--- src/ipcm_pkg.sv ---
// Shared types, codes and character helpers for the IP text CIDR matcher.
// No dependencies; imported by every module of the block.
`default_nettype none
package ipcm_pkg;

  localparam logic [7:0] CH_COLON = 8'h3a;
  localparam logic [7:0] CH_DOT   = 8'h2e;

  localparam logic [2:0] ST_MATCH    = 3'd0;
  localparam logic [2:0] ST_NOMATCH  = 3'd1;
  localparam logic [2:0] ST_PARSEERR = 3'd2;
  localparam logic [2:0] ST_FAMILY   = 3'd3;
  localparam logic [2:0] ST_BADLEN   = 3'd4;

  localparam logic [1:0] REG_RULE_IS_V6 = 2'd0;
  localparam logic [1:0] REG_RULE_HI    = 2'd1;
  localparam logic [1:0] REG_RULE_LO    = 2'd2;
  localparam logic [1:0] REG_PREFIX_LEN = 2'd3;

  localparam int OUT_BITS   = 133;
  localparam int OUT_TBYTES = 17;

  // Parser state; byte 0 of each byte vector sits in the top bits.
  typedef struct packed {
    logic [127:0] v6_bytes;
    logic [4:0]   write_pos;
    logic [4:0]   gap_pos;
    logic         gap_seen;
    logic [15:0]  group_value;
    logic         group_has_digit;
    logic         colon_seen;
    logic         flag_first;
    logic         flag_pend;
    logic         v4_tail_mode;
    logic [31:0]  v4_bytes;
    logic [2:0]   v4_octet_count;
    logic         v4_saw_digit;
    logic         v4_error;
    logic         v6_error;
  } ipcm_pstate_t;

  typedef struct packed {
    logic [63:0] addr_lo;
    logic [63:0] addr_hi;
    logic        addr_valid;
    logic        addr_is_v6;
    logic [2:0]  status;
  } ipcm_result_t;

  function automatic ipcm_pstate_t pstate_reset();
    ipcm_pstate_t s;
    s = '0;
    s.flag_first = 1'b1;
    return s;
  endfunction

  // {is_hex, value}
  function automatic logic [4:0] hex_decode(input logic [7:0] c);
    logic [4:0] r;
    r = '0;
    if (c >= 8'h30 && c <= 8'h39)      r = {1'b1, c[3:0]};
    else if (c >= 8'h61 && c <= 8'h66) r = {1'b1, c[3:0] + 4'd9};
    else if (c >= 8'h41 && c <= 8'h46) r = {1'b1, c[3:0] + 4'd9};
    return r;
  endfunction

endpackage
`default_nettype wire

--- src/ipcm_parser.sv ---
// Per-character parser: dotted-quad and hex-group state updated side by side.
// Depends on ipcm_pkg. Gives the state after the current character.
`default_nettype none
module ipcm_parser (
  input  wire logic                  clk,
  input  wire logic                  rst_n,
  input  wire logic                  accept,
  input  wire logic [7:0]            ch,
  input  wire logic                  last,
  output ipcm_pkg::ipcm_pstate_t     state_nxt
);
  import ipcm_pkg::*;

  ipcm_pstate_t st_r;

  logic [1:0]  v4_idx;
  logic [11:0] v4_nv;
  logic [4:0]  hx;
  logic        go;
  logic        is_digit;

  always_comb begin
    state_nxt = st_r;
    is_digit  = (ch >= 8'h30) && (ch <= 8'h39);
    v4_idx    = st_r.v4_saw_digit ? 2'(st_r.v4_octet_count - 3'd1) : st_r.v4_octet_count[1:0];
    v4_nv     = 12'(st_r.v4_bytes[8*(3-v4_idx) +: 8]) * 12'd10 + 12'(ch[3:0]);
    hx        = hex_decode(ch);
    go        = 1'b1;

    if (ch == CH_COLON) state_nxt.colon_seen = 1'b1;

    // dotted-quad side
    if (ch == CH_COLON && !st_r.v4_tail_mode) begin
      state_nxt.v4_bytes       = '0;
      state_nxt.v4_octet_count = '0;
      state_nxt.v4_saw_digit   = 1'b0;
      state_nxt.v4_error       = 1'b0;
    end else if (!st_r.v4_error) begin
      if (is_digit) begin
        if (v4_nv > 12'd255) begin
          state_nxt.v4_error = 1'b1;
        end else if (!st_r.v4_saw_digit && st_r.v4_octet_count >= 3'd4) begin
          state_nxt.v4_error = 1'b1;
        end else begin
          if (!st_r.v4_saw_digit) begin
            state_nxt.v4_octet_count = st_r.v4_octet_count + 3'd1;
            state_nxt.v4_saw_digit   = 1'b1;
          end
          state_nxt.v4_bytes[8*(3-v4_idx) +: 8] = v4_nv[7:0];
        end
      end else if (ch == CH_DOT && st_r.v4_saw_digit) begin
        if (st_r.v4_octet_count == 3'd4) state_nxt.v4_error = 1'b1;
        else state_nxt.v4_saw_digit = 1'b0;
      end else begin
        state_nxt.v4_error = 1'b1;
      end
    end

    // hex-group side
    if (!st_r.v6_error) begin
      if (st_r.flag_first) begin
        state_nxt.flag_first = 1'b0;
        if (ch == CH_COLON) begin
          go = 1'b0;
          if (last) state_nxt.v6_error = 1'b1;
          else state_nxt.flag_pend = 1'b1;
        end
      end else if (st_r.flag_pend) begin
        state_nxt.flag_pend = 1'b0;
        if (ch != CH_COLON) begin
          state_nxt.v6_error = 1'b1;
          go = 1'b0;
        end
      end
      if (go) begin
        if (st_r.v4_tail_mode) begin
          if (ch == CH_COLON) state_nxt.v6_error = 1'b1;
        end else if (hx[4]) begin
          if (st_r.group_value[15:12] != 4'd0) begin
            state_nxt.v6_error = 1'b1;
          end else begin
            state_nxt.group_value     = {st_r.group_value[11:0], hx[3:0]};
            state_nxt.group_has_digit = 1'b1;
          end
        end else if (ch == CH_COLON) begin
          if (!st_r.group_has_digit) begin
            if (st_r.gap_seen) begin
              state_nxt.v6_error = 1'b1;
            end else begin
              state_nxt.gap_seen = 1'b1;
              state_nxt.gap_pos  = st_r.write_pos;
            end
          end else if (last || st_r.write_pos > 5'd14) begin
            state_nxt.v6_error = 1'b1;
          end else begin
            state_nxt.v6_bytes = st_r.v6_bytes |
                                 ({st_r.group_value, 112'd0} >> {st_r.write_pos, 3'b000});
            state_nxt.write_pos       = st_r.write_pos + 5'd2;
            state_nxt.group_value     = '0;
            state_nxt.group_has_digit = 1'b0;
          end
        end else if (ch == CH_DOT) begin
          if (st_r.write_pos <= 5'd12) state_nxt.v4_tail_mode = 1'b1;
          else state_nxt.v6_error = 1'b1;
        end else begin
          state_nxt.v6_error = 1'b1;
        end
      end
    end
  end

  always_ff @(posedge clk) begin
    if (!rst_n) begin
      st_r <= pstate_reset();
    end else if (accept) begin
      st_r <= last ? pstate_reset() : state_nxt;
    end
  end

endmodule
`default_nettype wire

--- src/ipcm_eval.sv ---
// End-of-string logic: gap expansion, family choice, prefix compare, status.
// Depends on ipcm_pkg. Purely combinational, fed from a registered snapshot.
`default_nettype none
module ipcm_eval (
  input  wire ipcm_pkg::ipcm_pstate_t snap,
  input  wire logic                   rule_is_v6,
  input  wire logic [63:0]            rule_addr_hi,
  input  wire logic [63:0]            rule_addr_lo,
  input  wire logic [7:0]             prefix_len,
  output ipcm_pkg::ipcm_result_t      res
);
  import ipcm_pkg::*;

  logic [127:0] a;
  logic [127:0] head;
  logic [127:0] tail;
  logic [127:0] addr6;
  logic [127:0] mask6;
  logic [31:0]  mask4;
  logic [4:0]   wp;
  logic [4:0]   n;
  logic         err6;
  logic         valid;
  logic         is6;
  logic         miss;

  always_comb begin
    a    = snap.v6_bytes;
    wp   = snap.write_pos;
    err6 = snap.v6_error;
    n    = '0;
    head = '0;
    tail = '0;
    if (!err6) begin
      if (snap.v4_tail_mode) begin
        if (snap.v4_error || snap.v4_octet_count != 3'd4 || wp > 5'd12) begin
          err6 = 1'b1;
        end else begin
          a  = a | ({snap.v4_bytes, 96'd0} >> {wp, 3'b000});
          wp = wp + 5'd4;
        end
      end else if (snap.group_has_digit) begin
        if (wp > 5'd14) begin
          err6 = 1'b1;
        end else begin
          a  = a | ({snap.group_value, 112'd0} >> {wp, 3'b000});
          wp = wp + 5'd2;
        end
      end
    end
    // expand '::': keep the head, move the groups after the gap to the end
    if (!err6 && snap.gap_seen) begin
      if (wp >= 5'd16 || snap.gap_pos > wp) begin
        err6 = 1'b1;
      end else begin
        n    = wp - snap.gap_pos;
        head = a & ~({128{1'b1}} >> {snap.gap_pos, 3'b000});
        tail = (a >> {5'(5'd16 - wp), 3'b000}) & ~({128{1'b1}} << {n, 3'b000});
        a    = head | tail;
        wp   = 5'd16;
      end
    end
    if (!err6 && wp != 5'd16) err6 = 1'b1;

    is6   = snap.colon_seen;
    valid = is6 ? !err6 : (!snap.v4_error && snap.v4_octet_count == 3'd4);
    addr6 = is6 ? (valid ? a : '0) : (valid ? {96'd0, snap.v4_bytes} : '0);

    mask6 = ~({128{1'b1}} >> prefix_len);
    mask4 = ~(32'hffff_ffff >> prefix_len[5:0]);
    miss  = is6 ? |((addr6 ^ {rule_addr_hi, rule_addr_lo}) & mask6)
                : |((addr6[31:0] ^ rule_addr_lo[31:0]) & mask4);

    if (prefix_len == 8'd0)                          res.status = ST_BADLEN;
    else if (is6 != rule_is_v6)                      res.status = ST_FAMILY;
    else if (prefix_len > (is6 ? 8'd128 : 8'd32))    res.status = ST_BADLEN;
    else if (!valid)                                 res.status = ST_PARSEERR;
    else                                             res.status = miss ? ST_NOMATCH : ST_MATCH;

    res.addr_is_v6 = is6;
    res.addr_valid = valid;
    res.addr_hi    = addr6[127:64];
    res.addr_lo    = addr6[63:0];
  end

endmodule
`default_nettype wire

--- src/ip_text_cidr_matcher.sv ---
// The final state goes to the snapshot register, then the result to the output register.
// Throughput: one character per cycle unless a stalled output holds in_tready low;
// strings may follow one another with no gap. The parser updates per character; the
// end-of-string snapshot is then expanded and compared in one more registered stage.
// Reset (rst_n, synchronous): parser returns to its start state, rule registers clear to 0.
`default_nettype none
module ip_text_cidr_matcher (
  input  wire logic         clk,
  input  wire logic         rst_n,
  input  wire logic         in_tvalid,
  output logic              in_tready,
  input  wire logic [7:0]   in_tdata,   // [7:0] ch
  input  wire logic         in_tlast,
  output logic              out_tvalid,
  input  wire logic         out_tready,
  output logic [135:0]      out_tdata,  // [2:0] status, [3] addr_is_v6, [4] addr_valid,
                                        // [68:5] addr_hi, [132:69] addr_lo, rest zero
  input  wire logic         cfg_we,
  input  wire logic [1:0]   cfg_addr,
  input  wire logic [63:0]  cfg_wdata
);
  import ipcm_pkg::*;

  logic         rule_is_v6_r;
  logic [63:0]  rule_addr_hi_r;
  logic [63:0]  rule_addr_lo_r;
  logic [7:0]   prefix_len_r;

  ipcm_pstate_t state_nxt;
  ipcm_pstate_t snap_r;
  logic         snap_v_r;
  ipcm_result_t res;
  ipcm_result_t out_r;
  logic         out_v_r;
  logic         in_acc;
  logic         s2_adv;

  assign s2_adv    = !out_v_r || out_tready;
  assign in_tready = !snap_v_r || s2_adv;
  assign in_acc    = in_tvalid && in_tready;

  ipcm_parser u_parser (
    .clk       (clk),
    .rst_n     (rst_n),
    .accept    (in_acc),
    .ch        (in_tdata),
    .last      (in_tlast),
    .state_nxt (state_nxt)
  );

  ipcm_eval u_eval (
    .snap         (snap_r),
    .rule_is_v6   (rule_is_v6_r),
    .rule_addr_hi (rule_addr_hi_r),
    .rule_addr_lo (rule_addr_lo_r),
    .prefix_len   (prefix_len_r),
    .res          (res)
  );

  always_ff @(posedge clk) begin
    if (!rst_n) begin
      rule_is_v6_r   <= 1'b0;
      rule_addr_hi_r <= '0;
      rule_addr_lo_r <= '0;
      prefix_len_r   <= '0;
    end else if (cfg_we) begin
      unique case (cfg_addr)
        REG_RULE_IS_V6: rule_is_v6_r   <= cfg_wdata[0];
        REG_RULE_HI:    rule_addr_hi_r <= cfg_wdata;
        REG_RULE_LO:    rule_addr_lo_r <= cfg_wdata;
        REG_PREFIX_LEN: prefix_len_r   <= cfg_wdata[7:0];
        default:        ;
      endcase
    end
  end

  always_ff @(posedge clk) begin
    if (!rst_n) begin
      snap_v_r <= 1'b0;
      out_v_r  <= 1'b0;
    end else begin
      if (in_acc && in_tlast) snap_v_r <= 1'b1;
      else if (s2_adv)        snap_v_r <= 1'b0;
      if (s2_adv)             out_v_r  <= snap_v_r;
    end
  end

  // payload: hold while stalled
  always_ff @(posedge clk) begin
    if (in_acc && in_tlast) snap_r <= state_nxt;
    if (s2_adv)             out_r  <= res;
  end

  assign out_tvalid = out_v_r;
  assign out_tdata  = {3'b000, out_r.addr_lo, out_r.addr_hi, out_r.addr_valid,
                       out_r.addr_is_v6, out_r.status};

`ifndef SYNTH
  a_status_range: assert property (@(posedge clk) disable iff (!rst_n)
    out_v_r |-> out_r.status <= ST_BADLEN)
    else $error("status code out of range");
  a_invalid_zero: assert property (@(posedge clk) disable iff (!rst_n)
    out_v_r && !out_r.addr_valid |-> out_r.addr_hi == 64'd0 && out_r.addr_lo == 64'd0)
    else $error("invalid address carries nonzero bits");
  a_v4_hi_zero: assert property (@(posedge clk) disable iff (!rst_n)
    out_v_r && !out_r.addr_is_v6 |-> out_r.addr_hi == 64'd0)
    else $error("IPv4 result has upper bits set");
  a_last_snap: assert property (@(posedge clk) disable iff (!rst_n)
    in_acc && in_tlast |=> snap_v_r)
    else $error("last character did not produce a snapshot");
`endif

endmodule
`default_nettype wire
--- config.mk ---
export PLATFORM = sky130hd
export DESIGN_NAME = ip_text_cidr_matcher
export DESIGN_NICKNAME = d
export VERILOG_FILES = /design/src/ipcm_pkg.sv /design/src/ipcm_parser.sv /design/src/ipcm_eval.sv /design/src/ip_text_cidr_matcher.sv
export SDC_FILE = /design/constraint.sdc
export NUM_CORES = 2
export LEC_CHECK = 0
export BUFFER_PORTS_ARGS = -buffer_cell sky130_fd_sc_hd__clkbuf_2
export CAP_MARGIN = 10
export CORE_MARGIN = 2
export CORE_UTILIZATION = 24
export DETAILED_ROUTE_END_ITERATION = 6
export GPL_TIMING_DRIVEN = 1
export MAX_ROUTING_LAYER = met4
export PLACE_DENSITY = 0.4
export SLEW_MARGIN = 20
export SYNTH_ARGS = -nofsm -noshare
export SYNTH_HDL_FRONTEND = slang
export SYNTH_SLANG_ARGS = --single-unit
export TNS_END_PERCENT = 50
--- constraint.sdc ---
create_clock -name clk -period 7.5 [get_ports clk]
set_input_delay 0 -clock clk [delete_from_list [all_inputs] [get_ports clk]]
set_output_delay 0 -clock clk [all_outputs]
set_load 0.03 [all_outputs]
## Word-level counts from Yosys, hierarchy flattened

Index checks and enable logic that the tools add are counted.

| cells by class | value |
|---|---|
| $add $sub $neg | 11 |
| multiply operators | 1 |
| magnitude comparators | 15 |
| equal/unequal tests | 17 |
| shift operators | 11 |
| multiplexer cells | 99 |
| bitwise operators | 14 |
| reductions and logical operators | 39 |

Operators by type and width:

| operator | number |
|---|---|
| $mux W128 | 9 |
| $mux W156 | 4 |
| $or A128 B128 Y128 | 4 |
| $shr A128 B8 Y128 | 4 |
| $and A128 B128 Y128 | 3 |
| $not A128 Y128 | 3 |
| $mux W133 | 2 |
| $shr A128 B8 Y128 const A | 2 |
| $mux W198 | 1 |
| $mux W139 | 1 |
| $reduce_or A128 Y1 | 1 |
| $shl A128 B8 Y128 const A | 1 |
| $xor A128 B128 Y128 | 1 |
| $mux W37 | 2 |
| $mux W36 | 2 |
| $mux W17 | 4 |
| $mux W1 | 51 |
| $mux W5 | 10 |
| $mux W35 | 1 |
| $neg A32 Y34 | 1 |
| $shift A8 B34 Y32 const A | 1 |
| $shiftx A8 B34 Y32 | 1 |
| $shiftx A32 B33 Y8 | 1 |
| $and A32 B32 Y32 | 1 |
| other kinds (53) | 96 |

| storage, ports and cells | value |
|---|---|
| flip-flop bits (word level) | 665 |
| input bits | 80 |
| output and inout port bits | 138 |
| logic and storage cells | 245 |

## Longest topological paths before layout

| depth | value |
|---|---|
| depth in word-level cells | 25 |
| mapped depth | 27 |
| depth with buffers taken out | 22 |

## Hierarchy

From an unflattened synthesis, not the netlist that was laid out.

| unflattened totals | value |
|---|---|
| cells, all modules | 4895 |
| area, all modules | 44597.8 um^2 |

Modules (own cells, without submodules):

| module | instances | cells an instance | area each (um^2) | seq. area each (um^2) |
|---|---|---|---|---|
| ipcm_eval | 1 | 2780 | 18491.5 | 0.0 |
| ip_text_cidr_matcher | 1 | 861 | 15192.1 | 12722.2 |
| ipcm_parser | 1 | 1254 | 10914.2 | 3943.8 |

## Worst setup path after synthesis

No wires, ideal clock.

| timing | value |
|---|---|
| path type | register -> register |
| start point | register snap_r[38] in the netlist's numbering |
| end point | register out_r, in the netlist out_tdata[0], data pin |
| setup time | 0.277 ns |
| data arrival time | 5.697 ns |
| data required time | 7.223 ns |
| setup slack | 1.526 ns |
| cell stages (with the launch flop) | 26 |
| buffers on the path | 7 |
| period minus slack after synthesis | 5.974 ns |
| path through | edfxtp_1 > buf_6 > or4b_1 > buf_6 > nor3_4 > nor2_4 > inv_1 > buf_2 > buf_2 > buf_1 > ha_1 > nor2b_1 > o311a_1 > o31ai_1 > a211oi_4 > a21o_4 > nand2_2 > buf_6 > clkbuf_1 > o22ai_1 > a2111oi_1 > o221ai_1 > nor4_1 > nand4_1 > nor4b_2 > a41oi_1 |

| on the way | value |
|---|---|
| cells in the longest elaborated chain, start to end | 21 |
| elaborated cells between the ends (all ways) | 45 |
| those cells by class | add/sub (2); order compare (2); eq/ne (1); shift (2); mux (22); bitwise (8); reduce/logical (8) |

RTL lines:

| item | line | text |
|---|---|---|
| start: declaration | ip_text_cidr_matcher.sv:30 | `ipcm_pstate_t snap_r;` |
| start signal: assignment | ip_text_cidr_matcher.sv:90 | `if (in_acc && in_tlast) snap_r <= state_nxt;` |
| branches (longest 18 deep; another with $sub A5 B5 Y5) | n/a |  |
| $mux W3 (*) | ipcm_eval.sv:77 | `else if (!valid) res.status = ST_PARSEERR;` |
| $mux W3 (*) | ipcm_eval.sv:76 | `else if (prefix_len > (is6 ? 8'd128 : 8'd32)) res.status = ST_BADLEN;` |
| $mux W3 (*) | ipcm_eval.sv:75 | `else if (is6 != rule_is_v6) res.status = ST_FAMILY;` |
| end signal: assignment | ip_text_cidr_matcher.sv:91 | `if (s2_adv) out_r <= res;` |
| end: declaration | ip_text_cidr_matcher.sv:33 | `ipcm_result_t out_r;` |

Mark *: on every way between the ends.
A chain may end at the register's enable or synchronous reset.

==> key figures <==
Global route
  • Residual overflow from global routing: 0
  • Antenna violations before repair: 9
  • All-Layer GR Usage: 29.4%
  • Wire length of the first global-routing pass: 331000 um
  • Maximum number of pins on one net before global-route repair: 110
  • Via count of the first global-routing pass: 37.0k

STA
  • Pins Over Slew Limit: 0
  • Worst relative slew slack: between 10% and 20%
  • Final Cycle Share: 99.2%
  • Setup repair after global routing missed its margin: no
  • # setup viols final: 0
  • Actual slew at the worst max-slew pin: 1.24 ns
  • Hold Vio Cnt, Final: 0
  • Max Freq: 134 MHz
  • Final critical delay including setup and external delays: 7.44 ns
  • Accumulated negative setup slack: 0 ns
  • Slack of the critical path: 0.0588 ns
  • Post-Route Skew: 0.0249 ns

Critical path
  • Crit path depth: 20
  • Reg-to-Reg Start: snap_r[42]
  • Count of buffer and inverter cells on the critical path: 3
  • FF-to-FF setup slack: 0.06 ns
  • Crit path max fanout: 67
  • Cell chain of the critical path: or4b_1, a21o_1, a311o_1, ha_1, or2_2, o311a_1, o31ai_1, buf_4, a211oi_4, a21o_4, nand2_4, buf_12, o32ai_1, buf_4, xnor2_1, o22ai_1, nor4_1, nand4_1, nor4_1, a41oi_1
  • Worst Setup Start Kind: flip-flop
  • WP data required: 7.97 ns
  • Crit Reg-Reg Endpoint: out_tdata[0]
  • Largest incremental delay on the critical path: 1.00 ns
  • Cell with the biggest individual delay on the critical path: sky130_fd_sc_hd__o32ai_1
  • Critical path class: flip-flop to flip-flop
  • Sort of element at the end of the critical path: flip-flop
  • Category of cells accounting for the largest share of critical-path delay: compound AO/OA/AOI/OAI gates
  • Worst Reg-to-Reg Cells: 20
  • Data arrival time at the worst-slack endpoint: 7.91 ns

Synthesis
  • Mapped cell area: ~0.039 mm2
  • Top post-synthesis cells by area: sky130_fd_sc_hd__edfxtp_1 25%, sky130_fd_sc_hd__dfxtp_1 17%, sky130_fd_sc_hd__nand2_1 4.4%, sky130_fd_sc_hd__o211a_1 3.5%, sky130_fd_sc_hd__nor2_1 2.8%
  • Post-synthesis cell type count: 109
  • Async set-reset flop share out of synthesis: 0%
  • Number of standard cells after synthesis: around 4.2k
  • Cell type contributing the most total cell area after synthesis: sky130_fd_sc_hd__edfxtp_1
  • Most frequently used flop master after synthesis: sky130_fd_sc_hd__dfxtp_1
  • Number of storage elements in the synthesis netlist: about 660
  • Number of synthesized flops with an enable pin: 327
  • Fraction of the yosys area taken by sequential cells: 42.1%
  • Share of Yosys cell area claimed by the top area cell type: 25.0%
  • Yosys warnings: 0
  • Average cell area after synthesis: 9.38 um2

Drt
  • Routed wire length: 246000 um
  • Detailed-routing iteration count for the pre-antenna-repair pass: 6
  • Drt initial violations: 4377
  • Residual DRC: 0
  • WL/cell: roughly 36 um
  • Vias: between 30k and 40k
  • Post-detailed-route count of antenna-violating nets: 0
  • Post-detailed-route via-to-cell ratio: 5.70

Die
  • Die Span Y: between 400 and 500 um
  • Core footprint: between 0.15 and 0.2 mm2
  • Number of primary I/O pins: between 200 and 250
  • Chip Width: 409 um
  • Full die area: about 0.17 mm2
  • Core Rows: between 100 and 150
  • Effective utilization at floorplan: 24.2%

Finish
  • Storage cell area: 0.0165 mm2
  • Growth of design area from synthesis to finish: 20.7%
  • Filler instances: 17.3k
  • Leading cell type in the layout, fill and taps excluded: sky130_fd_sc_hd__nand2_1
  • Layout net count: 4628
  • Area of the multi-input gates: approximately 0.021 mm2
  • Layout cell share with drive strength beyond 1: 18.9%
  • Final design area excluding fillers: 0.0475 mm2
  • Most frequent cells in the layout: 460 x sky130_fd_sc_hd__nand2_1, 335 x sky130_fd_sc_hd__dfxtp_1, 327 x sky130_fd_sc_hd__edfxtp_1

Place
  • Number of input and output port buffers inserted: 214
  • Area post-placement: 0.0441 mm2
  • Worst setup slack before clock tree synthesis: 0.287 ns
  • Detailed placer's ending HPWL: ~190000 um
  • Global placement routability congestion: 1.03

Pwr
  • PD cells: 189 mW/mm2
  • Total power after layout: 0.00898 W
  • Peak supply drop: between 0.15 and 0.2 mV
  • Lkg Pwr: 19.4 nW

Hold path
  • End of the worst hold path: snap_r[41]
  • Hold path cells: 5
  • Class of the tightest hold or removal check: input port to flip-flop
  • Startpoint of the worst hold path: in_tdata[6]

Clock network
  • Number of clock sinks: about 660
  • Largest buffer count on any clock path: 3
  • Root Driver: sky130_fd_sc_hd__clkbuf_16
  • CTS clock-pin slew for the worst setup and hold paths: roughly 0.07 ns
  • Worst-skew pair later-pin latency: 0.73 ns
  • Level count of the clock H-tree: 3
  • TritonCTS clock tree: done
  • Cts bufs inserted: 79

Status
  • Outcome: finished clean

Flow run
  • Number of max-cap violations: 0
repair_timing:
action                     CTS  global route
setup endpoints to repair    0             1
hold buffers                75             0
setup buffers                0             2
hold endpoints to repair   211             0
resized for setup            0             2
area by class of cell:
class / count / area share [%]
Multi-Input combinational cell: 3116 / 44.8
Sequential cell: 663 / 34.8
Timing Repair Buffer: 574 / 8.55
Tap cell: 2175 / 5.73
Clock buffer: 103 / 4.51
Clock inverter: 45 / 0.946
Inverter: 70 / 0.580
Antenna cell: 2 / 0.0105
power by group:
group          internal [W]  switching [W]
logic              0.000322       0.000802
registers           0.00386      0.0000963
clock network       0.00224        0.00167
worst reg2reg max path, cell delays in order (launching register included):
cell and delay (ns):
sky130_fd_sc_hd__edfxtp_1 0.64, sky130_fd_sc_hd__or4b_1 0.73, sky130_fd_sc_hd__a21o_1 0.26, sky130_fd_sc_hd__a311o_1 0.49
sky130_fd_sc_hd__ha_1 0.51, sky130_fd_sc_hd__or2_2 0.18, sky130_fd_sc_hd__o311a_1 0.20, sky130_fd_sc_hd__o31ai_1 0.08
sky130_fd_sc_hd__buf_4 0.16, sky130_fd_sc_hd__a211oi_4 0.50, sky130_fd_sc_hd__a21o_4 0.33, sky130_fd_sc_hd__nand2_4 0.16
sky130_fd_sc_hd__buf_12 0.27, sky130_fd_sc_hd__o32ai_1 1.08, sky130_fd_sc_hd__buf_4 0.27, sky130_fd_sc_hd__xnor2_1 0.13
sky130_fd_sc_hd__o22ai_1 0.10, sky130_fd_sc_hd__nor4_1 0.31, sky130_fd_sc_hd__nand4_1 0.29, sky130_fd_sc_hd__nor4_1 0.34
sky130_fd_sc_hd__a41oi_1 0.15
cell usage after synthesis, types with 25 or more instances:
cell	n
sky130_fd_sc_hd__a22o_1	33
sky130_fd_sc_hd__buf_2	42
sky130_fd_sc_hd__xor2_1	34
sky130_fd_sc_hd__mux2i_1	60
sky130_fd_sc_hd__a211oi_1	58
sky130_fd_sc_hd__nor4_1	46
sky130_fd_sc_hd__nor2b_1	137
sky130_fd_sc_hd__xnor2_1	71
sky130_fd_sc_hd__o21ai_0	149
sky130_fd_sc_hd__ha_1	41
sky130_fd_sc_hd__a221o_1	87
sky130_fd_sc_hd__inv_1	67
sky130_fd_sc_hd__nand3_1	70
sky130_fd_sc_hd__a21o_1	94
sky130_fd_sc_hd__a22oi_1	74
sky130_fd_sc_hd__a21oi_1	222
sky130_fd_sc_hd__nand2_1	461
sky130_fd_sc_hd__a221oi_1	65
sky130_fd_sc_hd__dfxtp_1	336
sky130_fd_sc_hd__a31oi_1	29
sky130_fd_sc_hd__edfxtp_1	327
sky130_fd_sc_hd__buf_1	25
sky130_fd_sc_hd__mux4_2	25
sky130_fd_sc_hd__nor3_1	91
sky130_fd_sc_hd__nor2_1	298
sky130_fd_sc_hd__clkbuf_1	263
sky130_fd_sc_hd__o22ai_1	54
sky130_fd_sc_hd__or3_1	25
sky130_fd_sc_hd__mux2_2	40
sky130_fd_sc_hd__a31o_2	74
sky130_fd_sc_hd__o211ai_1	32
sky130_fd_sc_hd__and2_1	31
sky130_fd_sc_hd__a21boi_0	140
sky130_fd_sc_hd__o211a_1	139
sky130_fd_sc_hd__o21a_1	28
worst max path at each step:
stage | from | to | slack [ns]
4_1_cts | snap_r[42] | out_tdata[0] | 0.28
3_5_place_dp | snap_r[42] | out_tdata[0] | 0.29
6_report | snap_r[42] | out_tdata[0] | 0.06
3_3_place_gp | snap_r[42] | out_tdata[0] | 0.22
2_1_floorplan | snap_r[38] | out_tdata[0] | 1.53
5_1_grt | snap_r[42] | out_tdata[0] | 0.01
through the flow:
step	utilization (%)	hold WS [ns]	instances
after detailed placement	27.1	0.256	6521
after floorplan	-	0.145	4198
final	29.2	0.0681	6748
after global placement	27.1	0.252	6520
after CTS	29.2	0.00247	6744
after global routing	29.2	0.0866	6748
flip-flops by register name (all words and copies together), names as in the netlist:
| signal | count |
|---|---|
| snap_r | 194 |
| out_tvalid | 1 |
| u_parser.st_r | 197 |
| rule_addr_lo_r | 64 |
| rule_is_v6_r | 1 |
| snap_v_r | 1 |
| rule_addr_hi_r | 64 |
| out_tdata | 133 |
| prefix_len_r | 8 |
kinds of logic (layout without fill, tap and decap cells):
| group | after synthesis | count (layout) | share of synthesized area [%] |
|---|---|---|---|
| AO/OA/AOI/OAI | 1513 | 1513 | 29.2 |
| adder cells (fa/ha/maj) | 44 | 44 | 1.46 |
| buffers and inverters | 419 | 792 | 4.42 |
| AND/OR/NAND/NOR | 1326 | 1326 | 16.4 |
| multiplexers | 125 | 125 | 4.10 |
| XOR/XNOR | 105 | 105 | 2.34 |
| flip-flops | 663 | 663 | 42.1 |
| other | 1 | 5 | 0.00953 |
layer usage:
metal	global-route usage (%)	share of wire (%)
met5	-	0
met4	16.4	6.8
met3	4.16	5.7
met2	44.9	45
met1	37.3	43
(Power assumes the default switching activity.)
